===== config.mk =====
export PLATFORM = sky130hd
export DESIGN_NAME = jalaali_calendar_converter
export DESIGN_NICKNAME = d
export VERILOG_FILES = /design/src/design/jcc_pkg.sv /design/src/design/jalaali_calendar_converter.sv /design/src/design/jcc_ystart.sv /design/src/design/jcc_datapath.sv /design/src/design/jcc_ctrl.sv
export SDC_FILE = /design/constraint.sdc
export NUM_CORES = 2
export LEC_CHECK = 0
export BUFFER_PORTS_ARGS = -buffer_cell sky130_fd_sc_hd__buf_4
export CAP_MARGIN = 20
export CORE_UTILIZATION = 40
export DETAILED_ROUTE_END_ITERATION = 8
export GPL_ROUTABILITY_DRIVEN = 0
export SLEW_MARGIN = 20
export SYNTH_ARGS = -nofsm -noshare
export SYNTH_HDL_FRONTEND = slang
export SYNTH_SLANG_ARGS = --single-unit
export TNS_END_PERCENT = 30

===== constraint.sdc =====
create_clock -name clock -period 11.8 [get_ports clock]
set_input_delay 1.77 -clock clock [delete_from_list [all_inputs] [get_ports clock]]
set_output_delay 1.77 -clock clock [all_outputs]
set_load 0.005 [all_outputs]

===== src/design/jcc_pkg.sv =====
package jcc_pkg;

   // last absolute day before year 1, month 1, day 1
   localparam logic [21:0] EPOCH_PREV = 22'd226894;
   // year start = 365 * y + floor((21 + 8 * y) / 33) + YEAR_BASE
   localparam logic [23:0] YEAR_BASE = 24'd226530;
   localparam logic [23:0] ABS_MAX = 24'd4194303;

   // reciprocal of 33, exact for numerators below 144631
   localparam logic [34:0] DIV33_MUL = 35'd127101;
   localparam int unsigned DIV33_SHIFT = 22;
   // 33 / 12053 scaled by 2^32, year estimate from day count
   localparam logic [45:0] EST_MUL = 46'd11759224;
   localparam int unsigned EST_SHIFT = 32;

   // command codes
   localparam logic CMD_TO_ABS = 1'b0;
   localparam logic CMD_TO_DATE = 1'b1;

   // result select codes
   localparam logic [1:0] RSP_ABS = 2'd0;
   localparam logic [1:0] RSP_DATE = 2'd1;
   localparam logic [1:0] RSP_EARLY = 2'd2;

   typedef struct packed {
      logic        command;
      logic [13:0] in_year;
      logic [3:0]  in_month;
      logic [4:0]  in_day;
      logic [21:0] in_absolute;
   } jcc_req_type;

   typedef struct packed {
      logic [21:0] out_absolute;
      logic [13:0] out_year;
      logic [3:0]  out_month;
      logic [4:0]  out_day;
      logic        leap_year;
      logic        before_epoch;
   } jcc_rsp_type;

   typedef struct packed {
      logic       capture;
      logic       est;
      logic       init_year;
      logic       inc_year;
      logic       plus1;
      logic       load_rsp;
      logic [1:0] rsp_sel;
   } jcc_cmd_type;

   typedef struct packed {
      logic command;
      logic early;
      logic past;
   } jcc_status_type;

   // days in the months before month m of a year
   function automatic logic [8:0] month_sum(input logic [3:0] m, input logic leap);
      logic [8:0] s;
      case (m) inside
         4'd0, 4'd1: s = 9'd0;
         4'd2: s = 9'd31;
         4'd3: s = 9'd62;
         4'd4: s = 9'd93;
         4'd5: s = 9'd124;
         4'd6: s = 9'd155;
         4'd7: s = 9'd186;
         4'd8: s = 9'd216;
         4'd9: s = 9'd246;
         4'd10: s = 9'd276;
         4'd11: s = 9'd306;
         4'd12: s = 9'd336;
         default: s = 9'd365 + {8'b0, leap};
      endcase
      return s;
   endfunction

endpackage


===== src/design/jalaali_calendar_converter.sv =====
// date to absolute day: one pass through the year start unit for the input year, then the result register
// absolute day to date: n year steps (1 to 3) past the
//   first year guess, each step one pass through the two-stage year start unit
// day before the epoch: flagged as before_epoch; one item in flight, result held in an output register
// synchronous active-high reset clears the sequencer and the result valid
module jalaali_calendar_converter
   import jcc_pkg::*;
(
   input  logic        clock,
   input  logic        reset,
   input  logic        req_valid,
   output logic        req_ready,
   input  jcc_req_type req_data,
   output logic        rsp_valid,
   input  logic        rsp_ready,
   output jcc_rsp_type rsp_data
);

   jcc_cmd_type    cmd;
   jcc_status_type status;

   jcc_ctrl u_ctrl (
      .clock    (clock),
      .reset    (reset),
      .req_valid(req_valid),
      .req_ready(req_ready),
      .rsp_valid(rsp_valid),
      .rsp_ready(rsp_ready),
      .status   (status),
      .cmd      (cmd)
   );

   jcc_datapath u_datapath (
      .clock (clock),
      .req   (req_data),
      .cmd   (cmd),
      .status(status),
      .rsp   (rsp_data)
   );

endmodule


===== src/design/jcc_ystart.sv =====
module jcc_ystart
   import jcc_pkg::*;
(
   input  logic        clock,
   input  logic [14:0] yy,
   output logic [23:0] ys,
   output logic        leap
);

   logic [23:0] p365_ff, p365_in;
   logic [17:0] x_ff, x_in;
   logic [12:0] q_ff, q_in;
   logic [34:0] qm;
   logic [17:0] r;
   logic [23:0] ys_ff, ys_in;
   logic        leap_ff, leap_in;

   // stage one: 365 * y and (21 + 8 * y) / 33
   always_comb begin
      p365_in = 24'({9'b0, yy} * 24'd365);
      x_in = {yy, 3'b000} + 18'd21;
      qm = {17'b0, x_in} * DIV33_MUL;
      q_in = 13'(qm >> DIV33_SHIFT);
   end

   // stage two: year start sum, leap from the remainder
   always_comb begin
      r = x_ff - 18'({5'b0, q_ff} * 18'd33);
      leap_in = (r >= 18'd25);
      ys_in = p365_ff + {11'b0, q_ff} + YEAR_BASE;
   end

   always_ff @(posedge clock) begin
      p365_ff <= p365_in;
      x_ff <= x_in;
      q_ff <= q_in;
      ys_ff <= ys_in;
      leap_ff <= leap_in;
   end

   assign ys = ys_ff;
   assign leap = leap_ff;

endmodule


===== src/design/jcc_datapath.sv =====
module jcc_datapath
   import jcc_pkg::*;
(
   input  logic           clock,
   input  jcc_req_type    req,
   input  jcc_cmd_type    cmd,
   output jcc_status_type status,
   output jcc_rsp_type    rsp
);

   logic        command_ff, command_in;
   logic [13:0] year_ff, year_in;
   logic [3:0]  month_ff, month_in;
   logic [4:0]  day_ff, day_in;
   logic [21:0] date_ff, date_in;
   logic [13:0] est_ff, est_in;
   jcc_rsp_type rsp_ff, rsp_in;

   logic [21:0] dd;
   logic [45:0] est_prod;
   logic [23:0] ys;
   logic        leap;
   logic [23:0] abs_sum;
   logic [21:0] abs_sat;
   logic [8:0]  off, o2;
   logic [17:0] mprod;
   logic [3:0]  mq, r_month;
   logic [4:0]  r_day;

   // shared year start unit
   jcc_ystart u_ystart (
      .clock(clock),
      .yy   ({1'b0, year_ff} + {14'b0, cmd.plus1}),
      .ys   (ys),
      .leap (leap)
   );

   // first year guess, at most a few years low
   always_comb begin
      dd = date_ff - EPOCH_PREV;
      est_prod = {24'b0, dd} * EST_MUL;
      est_in = 14'(est_prod >> EST_SHIFT);
   end

   // input and year registers
   always_comb begin
      command_in = command_ff;
      month_in = month_ff;
      day_in = day_ff;
      date_in = date_ff;
      year_in = year_ff;
      if (cmd.capture) begin
         command_in = req.command;
         year_in = req.in_year;
         month_in = req.in_month;
         day_in = req.in_day;
         date_in = req.in_absolute;
      end else if (cmd.init_year) begin
         year_in = (est_ff >= 14'd2) ? est_ff - 14'd2 : 14'd0;
      end else if (cmd.inc_year) begin
         year_in = year_ff + 14'd1;
      end
   end

   // date to absolute day, saturating
   always_comb begin
      abs_sum = ys + {15'b0, month_sum(month_ff, leap)} + {19'b0, day_ff} - 24'd1;
      abs_sat = (abs_sum > ABS_MAX) ? ABS_MAX[21:0] : abs_sum[21:0];
   end

   // day of year to month and day
   always_comb begin
      off = 9'({2'b0, date_ff} - ys);
      o2 = off - 9'd186;
      mprod = 18'd0;
      mq = 4'd0;
      if (off < 9'd186) begin
         mprod = {9'b0, off} * 18'd265;
         mq = 4'(mprod >> 13);
         r_month = mq + 4'd1;
         r_day = 5'(off - 9'({5'b0, mq} * 9'd31) + 9'd1);
      end else if (off >= 9'd336) begin
         r_month = 4'd12;
         r_day = 5'(off - 9'd335);
      end else begin
         mprod = {9'b0, o2} * 18'd274;
         mq = 4'(mprod >> 13);
         r_month = mq + 4'd7;
         r_day = 5'(o2 - 9'({5'b0, mq} * 9'd30) + 9'd1);
      end
   end

   // result register
   always_comb begin
      rsp_in = rsp_ff;
      if (cmd.load_rsp) begin
         rsp_in = '0;
         case (cmd.rsp_sel)
            RSP_ABS: begin
               rsp_in.out_absolute = abs_sat;
               rsp_in.leap_year = leap;
            end
            RSP_DATE: begin
               rsp_in.out_year = year_ff;
               rsp_in.out_month = r_month;
               rsp_in.out_day = r_day;
               rsp_in.leap_year = leap;
            end
            default: begin
               rsp_in.before_epoch = 1'b1;
            end
         endcase
      end
   end

   always_ff @(posedge clock) begin
      command_ff <= command_in;
      year_ff <= year_in;
      month_ff <= month_in;
      day_ff <= day_in;
      date_ff <= date_in;
      if (cmd.est) begin
         est_ff <= est_in;
      end
      rsp_ff <= rsp_in;
   end

   assign status.command = command_ff;
   assign status.early = (date_ff <= EPOCH_PREV);
   assign status.past = ({2'b0, date_ff} >= ys);
   assign rsp = rsp_ff;

endmodule


===== src/design/jcc_ctrl.sv =====
module jcc_ctrl
   import jcc_pkg::*;
(
   input  logic           clock,
   input  logic           reset,
   input  logic           req_valid,
   output logic           req_ready,
   output logic           rsp_valid,
   input  logic           rsp_ready,
   input  jcc_status_type status,
   output jcc_cmd_type    cmd
);

   localparam logic [3:0] S_IDLE = 4'd0;
   localparam logic [3:0] S_DISP = 4'd1;
   localparam logic [3:0] S_EST = 4'd2;
   localparam logic [3:0] S_INIT = 4'd3;
   localparam logic [3:0] S_Y0 = 4'd4;
   localparam logic [3:0] S_Y1 = 4'd5;
   localparam logic [3:0] S_YCHK = 4'd6;
   localparam logic [3:0] S_M0 = 4'd7;
   localparam logic [3:0] S_M1 = 4'd8;
   localparam logic [3:0] S_FIN_DATE = 4'd9;
   localparam logic [3:0] S_A0 = 4'd10;
   localparam logic [3:0] S_A1 = 4'd11;
   localparam logic [3:0] S_FIN_ABS = 4'd12;
   localparam logic [3:0] S_FIN_EARLY = 4'd13;

   logic [3:0] state_ff, state_in;
   logic       rsp_valid_ff, rsp_valid_in;
   logic       slot_free;

   assign slot_free = !rsp_valid_ff || rsp_ready;

   // sequencer
   always_comb begin
      state_in = state_ff;
      cmd = '0;
      unique case (state_ff)
         S_IDLE: begin
            if (req_valid) begin
               cmd.capture = 1'b1;
               state_in = S_DISP;
            end
         end
         S_DISP: begin
            if (status.command == CMD_TO_ABS) begin
               state_in = S_A0;
            end else if (status.early) begin
               state_in = S_FIN_EARLY;
            end else begin
               state_in = S_EST;
            end
         end
         S_EST: begin
            cmd.est = 1'b1;
            state_in = S_INIT;
         end
         S_INIT: begin
            cmd.init_year = 1'b1;
            state_in = S_Y0;
         end
         S_Y0: begin
            cmd.plus1 = 1'b1;
            state_in = S_Y1;
         end
         S_Y1: begin
            cmd.plus1 = 1'b1;
            state_in = S_YCHK;
         end
         S_YCHK: begin
            cmd.plus1 = 1'b1;
            if (status.past) begin
               cmd.inc_year = 1'b1;
               state_in = S_Y0;
            end else begin
               state_in = S_M0;
            end
         end
         S_M0: state_in = S_M1;
         S_M1: state_in = S_FIN_DATE;
         S_FIN_DATE: begin
            if (slot_free) begin
               cmd.load_rsp = 1'b1;
               cmd.rsp_sel = RSP_DATE;
               state_in = S_IDLE;
            end
         end
         S_A0: state_in = S_A1;
         S_A1: state_in = S_FIN_ABS;
         S_FIN_ABS: begin
            if (slot_free) begin
               cmd.load_rsp = 1'b1;
               cmd.rsp_sel = RSP_ABS;
               state_in = S_IDLE;
            end
         end
         S_FIN_EARLY: begin
            if (slot_free) begin
               cmd.load_rsp = 1'b1;
               cmd.rsp_sel = RSP_EARLY;
               state_in = S_IDLE;
            end
         end
         default: state_in = S_IDLE;
      endcase
   end

   // result beat valid
   always_comb begin
      rsp_valid_in = rsp_valid_ff;
      if (cmd.load_rsp) begin
         rsp_valid_in = 1'b1;
      end else if (rsp_ready) begin
         rsp_valid_in = 1'b0;
      end
   end

   always_ff @(posedge clock) begin
      if (reset) begin
         state_ff <= S_IDLE;
         rsp_valid_ff <= 1'b0;
      end else begin
         state_ff <= state_in;
         rsp_valid_ff <= rsp_valid_in;
      end
   end

   assign req_ready = (state_ff == S_IDLE);
   assign rsp_valid = rsp_valid_ff;

endmodule

Word level (Yosys, flattened, before mapping)
Index checks and enable logic that the tools add are counted.
- flip-flop bits (word level): 192
- bits of input ports: 50
- output and inout port bits: 49
- word-level logic and storage cells: 136
- add/sub/neg operators: 21
- $mul: 8
- order comparisons: 7
- equality and inequality tests: 28
- muxes and demuxes: 41
- reductions and logical operators: 12
- operator list (cell ; number):
    $mux 9 ; 12
    $mux 14 ; 4
    $pmux 4 s12 ; 1
    $eq 4x4->1 const B ; 11
    $mul 22x21->43 const B ; 1
    $mul 18x17->35 const B ; 1
    $eq 4x3->1 const B ; 8
    $add 24x13->24 ; 1
    $add 24x18->24 const B ; 1
    $add 24x5->24 ; 1
    $add 24x9->24 ; 1
    $ge 22x24->1 ; 1
    $gt 24x22->1 const B ; 1
    $mul 15x9->24 const B ; 1
    $mux 4 ; 6
    $sub 24x1->24 const B ; 1
    $le 22x18->1 const B ; 1
    $mux 22 ; 1
    $sub 22x18->22 const B ; 1
    $add 18x5->18 const B ; 1
    $ge 18x5->1 const B ; 1
    $mul 13x6->18 const B ; 1
    $sub 18x18->18 ; 1
    $mul 9x9->17 const B ; 1
    other kinds (36) ; 57

Logic depth before layout (Yosys ltp)
- depth after elaboration: 18
- gate-level depth with buffers: 37
- depth with buffers taken out: 35

Modules after synthesis
A second synthesis with hierarchy kept.
- cell total of the unflattened synthesis: 3180
- area, all modules: 30914.6 um2
- modules (own cells, without submodules) (module ; times used ; cells an instance ; area each (um2) ; seq. area each (um2)):
    jcc_datapath ; 1 ; 1872 ; 18632.9 ; 3213.1
    jcc_ystart ; 1 ; 1249 ; 11855.1 ; 1521.5
    jcc_ctrl ; 1 ; 59 ; 426.7 ; 100.1

Worst setup path before layout
Ideal clock, no wire load.
- path type: register to register
- start point: reg u_datapath.date_ff[1]
- end point: reg u_datapath.est_ff[13], data pin
- library setup time: 0.264 ns
- arrival time: 7.912 ns
- data required time: 11.536 ns
- path slack: 3.624 ns
- stages on the path, launching flop included: 34
- buffers on the path: 0
- period minus slack after synthesis: 8.176 ns
- cells stage by stage: edfxtp_1 > ha_1 > a21oi_1 > a21o_1 > a21oi_1 > o21ba_2 > nor2_1 > nor2_1 > or3_1 > xor2_1 > inv_1 > fa_1 > inv_1 > fa_1 > inv_1 > fa_1 > inv_1 > fa_1 > inv_1 > fa_1 > inv_1 > fa_1 > inv_1 > ha_1 > ha_1 > a21o_1 > a21o_1 > a21oi_1 > o21ai_0 > a31o_2 > a21oi_2 > o21ai_1 > o41ai_2 > xnor2_1
- longest elaborated chain between the ends: 2
- ends and longest elaborated chain (what ; RTL line ; source):
    start, declared ; jcc_datapath.sv:15 ; logic [21:0] date_ff, date_in;
    start signal, assigned ; jcc_datapath.sv:121 ; date_ff <= date_in;
    $sub 22x18->22 ; jcc_datapath.sv:40 ; dd = date_ff - EPOCH_PREV;
    $mul 22x21->43 ; jcc_datapath.sv:41 ; est_prod = {24'b0, dd} * EST_MUL;
    named net u_datapath.est_prod[45] ; jcc_datapath.sv:20 ; logic [45:0] est_prod;
    end signal, assigned ; jcc_datapath.sv:123 ; est_ff <= est_in;
    end, declared ; jcc_datapath.sv:16 ; logic [13:0] est_ff, est_in;
The timed path passes the listed nets, and every way through them passes these cells.
A chain may end at the register's enable or synchronous reset.

Final worst setup path
- start point: reg u_ctrl.state_ff[3]
- end point: reg u_datapath.u_ystart.q_ff[11]
- longest elaborated chain between the ends: 6
- elaborated cells on any way between the ends: 8
- classes of those cells: add/sub: 2; mul: 1; eq/ne: 3; mux: 1; reduce/logical: 1
- ends and longest elaborated chain (what ; RTL line ; source):
    start, declared ; jcc_ctrl.sv:29 ; logic [3:0] state_ff, state_in;
    start signal, assigned ; jcc_ctrl.sv:124 ; state_ff <= state_in;
    $eq 4x3->1 ; jcc_ctrl.sv:39 ; unique case (state_ff)
    $reduce_or 3->1 (no source line) (*) ; n/a ;
    $mux 1 (*) ; jcc_ctrl.sv:39 ;
    $add 14x1->15 (*) ; jcc_datapath.sv:33 ; .yy ({1'b0, year_ff} + {14'b0, cmd.plus1}),
    $add 18x5->18 (*) ; jcc_ystart.sv:21 ; x_in = {yy, 3'b000} + 18'd21;
    named net u_datapath.u_ystart.x_in[16] ; jcc_ystart.sv:11 ; logic [17:0] x_ff, x_in;
    $mul 18x17->35 (*) ; jcc_ystart.sv:22 ; qm = {17'b0, x_in} * DIV33_MUL;
    named net u_datapath.u_ystart.qm[33] ; jcc_ystart.sv:13 ; logic [34:0] qm;
    end signal, assigned ; jcc_ystart.sv:36 ; q_ff <= q_in;
    end, declared ; jcc_ystart.sv:12 ; logic [12:0] q_ff, q_in;
Mark *: on every way through the listed nets, which the timed path passes. The rest lies on a longest branch.

==> summary.txt <==
Largest family of logic cells by synthesized area: adder cells
Post-synthesis simple-gate area fraction: 8.01%
Post-synthesis mux area share: 0.308%
RSZ-0062 raised after global routing: false
Pre-antenna DRT Iters: 5
Full die area: 0.0774 sq mm
Hold Buf Count CTS: 0
All-Layer GR Usage: 19.4%
Slowest-stage cell, CP: ha_1
# H-tree levels: 4
Setup ws final: 2.73 ns
Least-Margin Pin Slew: 1.06 ns
DR vias: 21,124
Clock root cell: clkbuf_16
Placed insts: 4,179
Total negative setup slack: 0 ns
Status: finished, final reports clean
Crit Path Max Fanout: 17
Mapped Avg Cell Area: 9.75 sq um
Initial antenna violation count: 4
Setup Skew: 0.0186 ns
Crit end category: register
Hold crit path type: reg -> reg
Seq/Total Area, Yosys: 15.8%
IO buf count: 98
Max-cap violation count: 0
Hpwl dp: 62,500 um
Crit share post-route: 76.9%
Final hold violations: 0
1st-iter DRT viols: 1,061
WP data arrival: 9.50 ns
First-pass GRT wire length: 117,000 um
Post-synthesis register bit count: 188
Post-Route WL: 71,500 um
Initial core utilization: 40.7%
CP Launch Type: register
EDFF count, synth: 107
Post-synth ARST share: 0%
Clock tree buffer depth: 2
Post-Syn Nets: 4,169
Rows: 100
I/O pin count: 99
Layout cells sized above 1: 6.35%
Die extent in x: 278 um
CTS clk-pin slew, worst paths: 0.09 ns
Final setup fails: 0
Syn Inst Count: 3,129
Sink Count: 188
Final Non-Filler Cells: 4,212
CTS resizes: 0
Compound-Gate Fraction of Synth Area: 9.41%
Remaining Overflow, GRT: 0
Post-CTS setup buffers: 0
Largest net degree at the start of global routing: 48
Post-Synth XOR/XNOR Area: 6.17%
Worst stage delay on the critical path: 0.82 ns
Max Slew Vio Count: 0
Min Tclk post-route: 9.07 ns
Final cell utilization of the core: 44.2%
Adder-Cell Fraction of Synth Area: 49.8%
Post-Syn Area: 0.0305 sq mm
Top FF cell, synth: edfxtp_1
Yosys Warn Count: 0
Worst skew pair latency: 0.50 ns
NumNets Final: 4,269
DR DRC count: 0
Most used cell, CP: inv_1
Critical path class: reg -> reg
Routed Antenna Nets: 0
Yosys cell types: 97
Core Region: 0.0749 sq mm
Post-Place Setup Slack: 2.82 ns
Die height: 278 um
Syn-to-layout area delta: 8.59%
Num CTS Buffers: 17
Vias in the first global route: 21,720
Worst Path Required: 12.22 ns
Avg Vias per Cell: 5.02
Headroom to the max-slew limit: 28.6%
CTS tree: done
Maximum clock frequency: 110 MHz
DR WL/cell: 17.0 um
[logic make-up (layout without fill, tap and decap cells)]
family                   Yosys count  in the layout
flip-flops                       188            188
buffers and inverters            843            956
XOR/XNOR                         203            203
adder cells (fa/ha/maj)          990            990
AO/OA/AOI/OAI                    425            425
AND/OR/NAND/NOR                  471            471
other                              0              1
multiplexers                       9              9
[layout by cell type, fill, tap and decap left out, types with 9 or more instances in the layout]
master / count
o211ai_1: 25
ha_1: 615
o21ai_0: 74
xnor2_1: 135
and2_1: 9
a22oi_1: 10
inv_1: 805
or3_1: 18
o21bai_1: 15
dfxtp_1: 81
buf_4: 117
a21o_1: 44
xor2_1: 55
nand3_1: 40
fa_1: 375
nand4_1: 24
nor3_1: 46
nand2b_1: 21
a211oi_1: 20
and3_1: 36
nor2b_1: 14
nand2_1: 106
edfxtp_1: 107
a31oi_1: 12
nor4_1: 11
clkbuf_16: 17
a21oi_1: 110
o21a_1: 12
nor2_1: 92
nor3b_1: 11
[area by class of cell]
cell class / count / area [sq um]
inverter: 807 / 3030
fill: 7229 / 41800
antenna: 1 / 2.50
clock inverter: 15 / 208
timing repair buffer: 117 / 878
sequential: 188 / 4830
clock buffer: 17 / 425
tap: 969 / 1210
multi-input combinational: 2098 / 22500
[critical path: cells and delay by family, from the launching register on]
family | cells | cell delay (ns)
compound gates | 7 | 1.63
xor+xnor | 2 | 0.45
fa+ha+maj | 10 | 4.61
buf+inv | 6 | 0.66
flops | 1 | 0.70
simple gates | 4 | 0.94
[synth_stat cells (all sizes together), types with 47 or more instances]
cell | count | area (sq um)
a21o | 47 | 357
a21oi | 116 | 611
dfxtp | 81 | 1620
edfxtp | 107 | 3210
fa | 375 | 7510
ha | 615 | 7690
inv | 807 | 3030
nand2 | 107 | 404
nor2 | 94 | 363
nor3 | 48 | 245
o21ai | 80 | 400
xnor2 | 142 | 1290
xor2 | 60 | 567
[final timing paths]
path	start	endpoint	slack, ns	cells after the start
setup / recovery	u_ctrl.state_ff[3]	u_datapath.u_ystart.q_ff[11]	2.73	29
hold / removal	u_datapath.u_ystart.p365_ff[0]	u_datapath.u_ystart.ys[0]	0.53	1
setup reg to reg	u_ctrl.state_ff[3]	u_datapath.u_ystart.q_ff[11]	2.73	29
hold reg to reg	u_datapath.u_ystart.p365_ff[0]	u_datapath.u_ystart.ys[0]	0.53	1
[metal layers]
metal | track usage [%] | vias up | part of all wire, %
met5 | 0 | - | 0.018
li1 | - | 10443 | -
met2 | 30.4 | 488 | 44
met3 | 3.01 | 90 | 4.8
met4 | 6.39 | 2 | 3.0
met1 | 27.3 | 10101 | 48
[flip-flops by register name, summed over array words and instances (netlist names)]
| name | count |
|---|---|
| u_datapath.u_ystart.ys | 24 |
| u_ctrl.rsp_valid | 1 |
| u_datapath.day_ff | 5 |
| u_datapath.year_ff | 14 |
| u_ctrl.state_ff | 4 |
| u_datapath.u_ystart.leap | 1 |
| u_datapath.month_ff | 4 |
| u_datapath.u_ystart.p365_ff | 24 |
| u_datapath.rsp | 47 |
| u_datapath.est_ff | 14 |
| u_datapath.date_ff | 22 |
| u_datapath.u_ystart.q_ff | 13 |
| u_datapath.u_ystart.x_ff | 14 |
| u_datapath.command_ff | 1 |
[stage by stage]
| stage | hold slack (ns) | instance area [sq um] |
|---|---|---|
| global placement | 0.497 | 32500 |
| finish | 0.529 | 33100 |
| CTS | 0.527 | 33100 |
| detailed placement | 0.495 | 32500 |
| floorplan | 0.455 | 30500 |
| global route | 0.553 | 33100 |
Power is not shown: default switching activity piles up to over one toggle a cycle in this logic, so the estimate is an artifact.
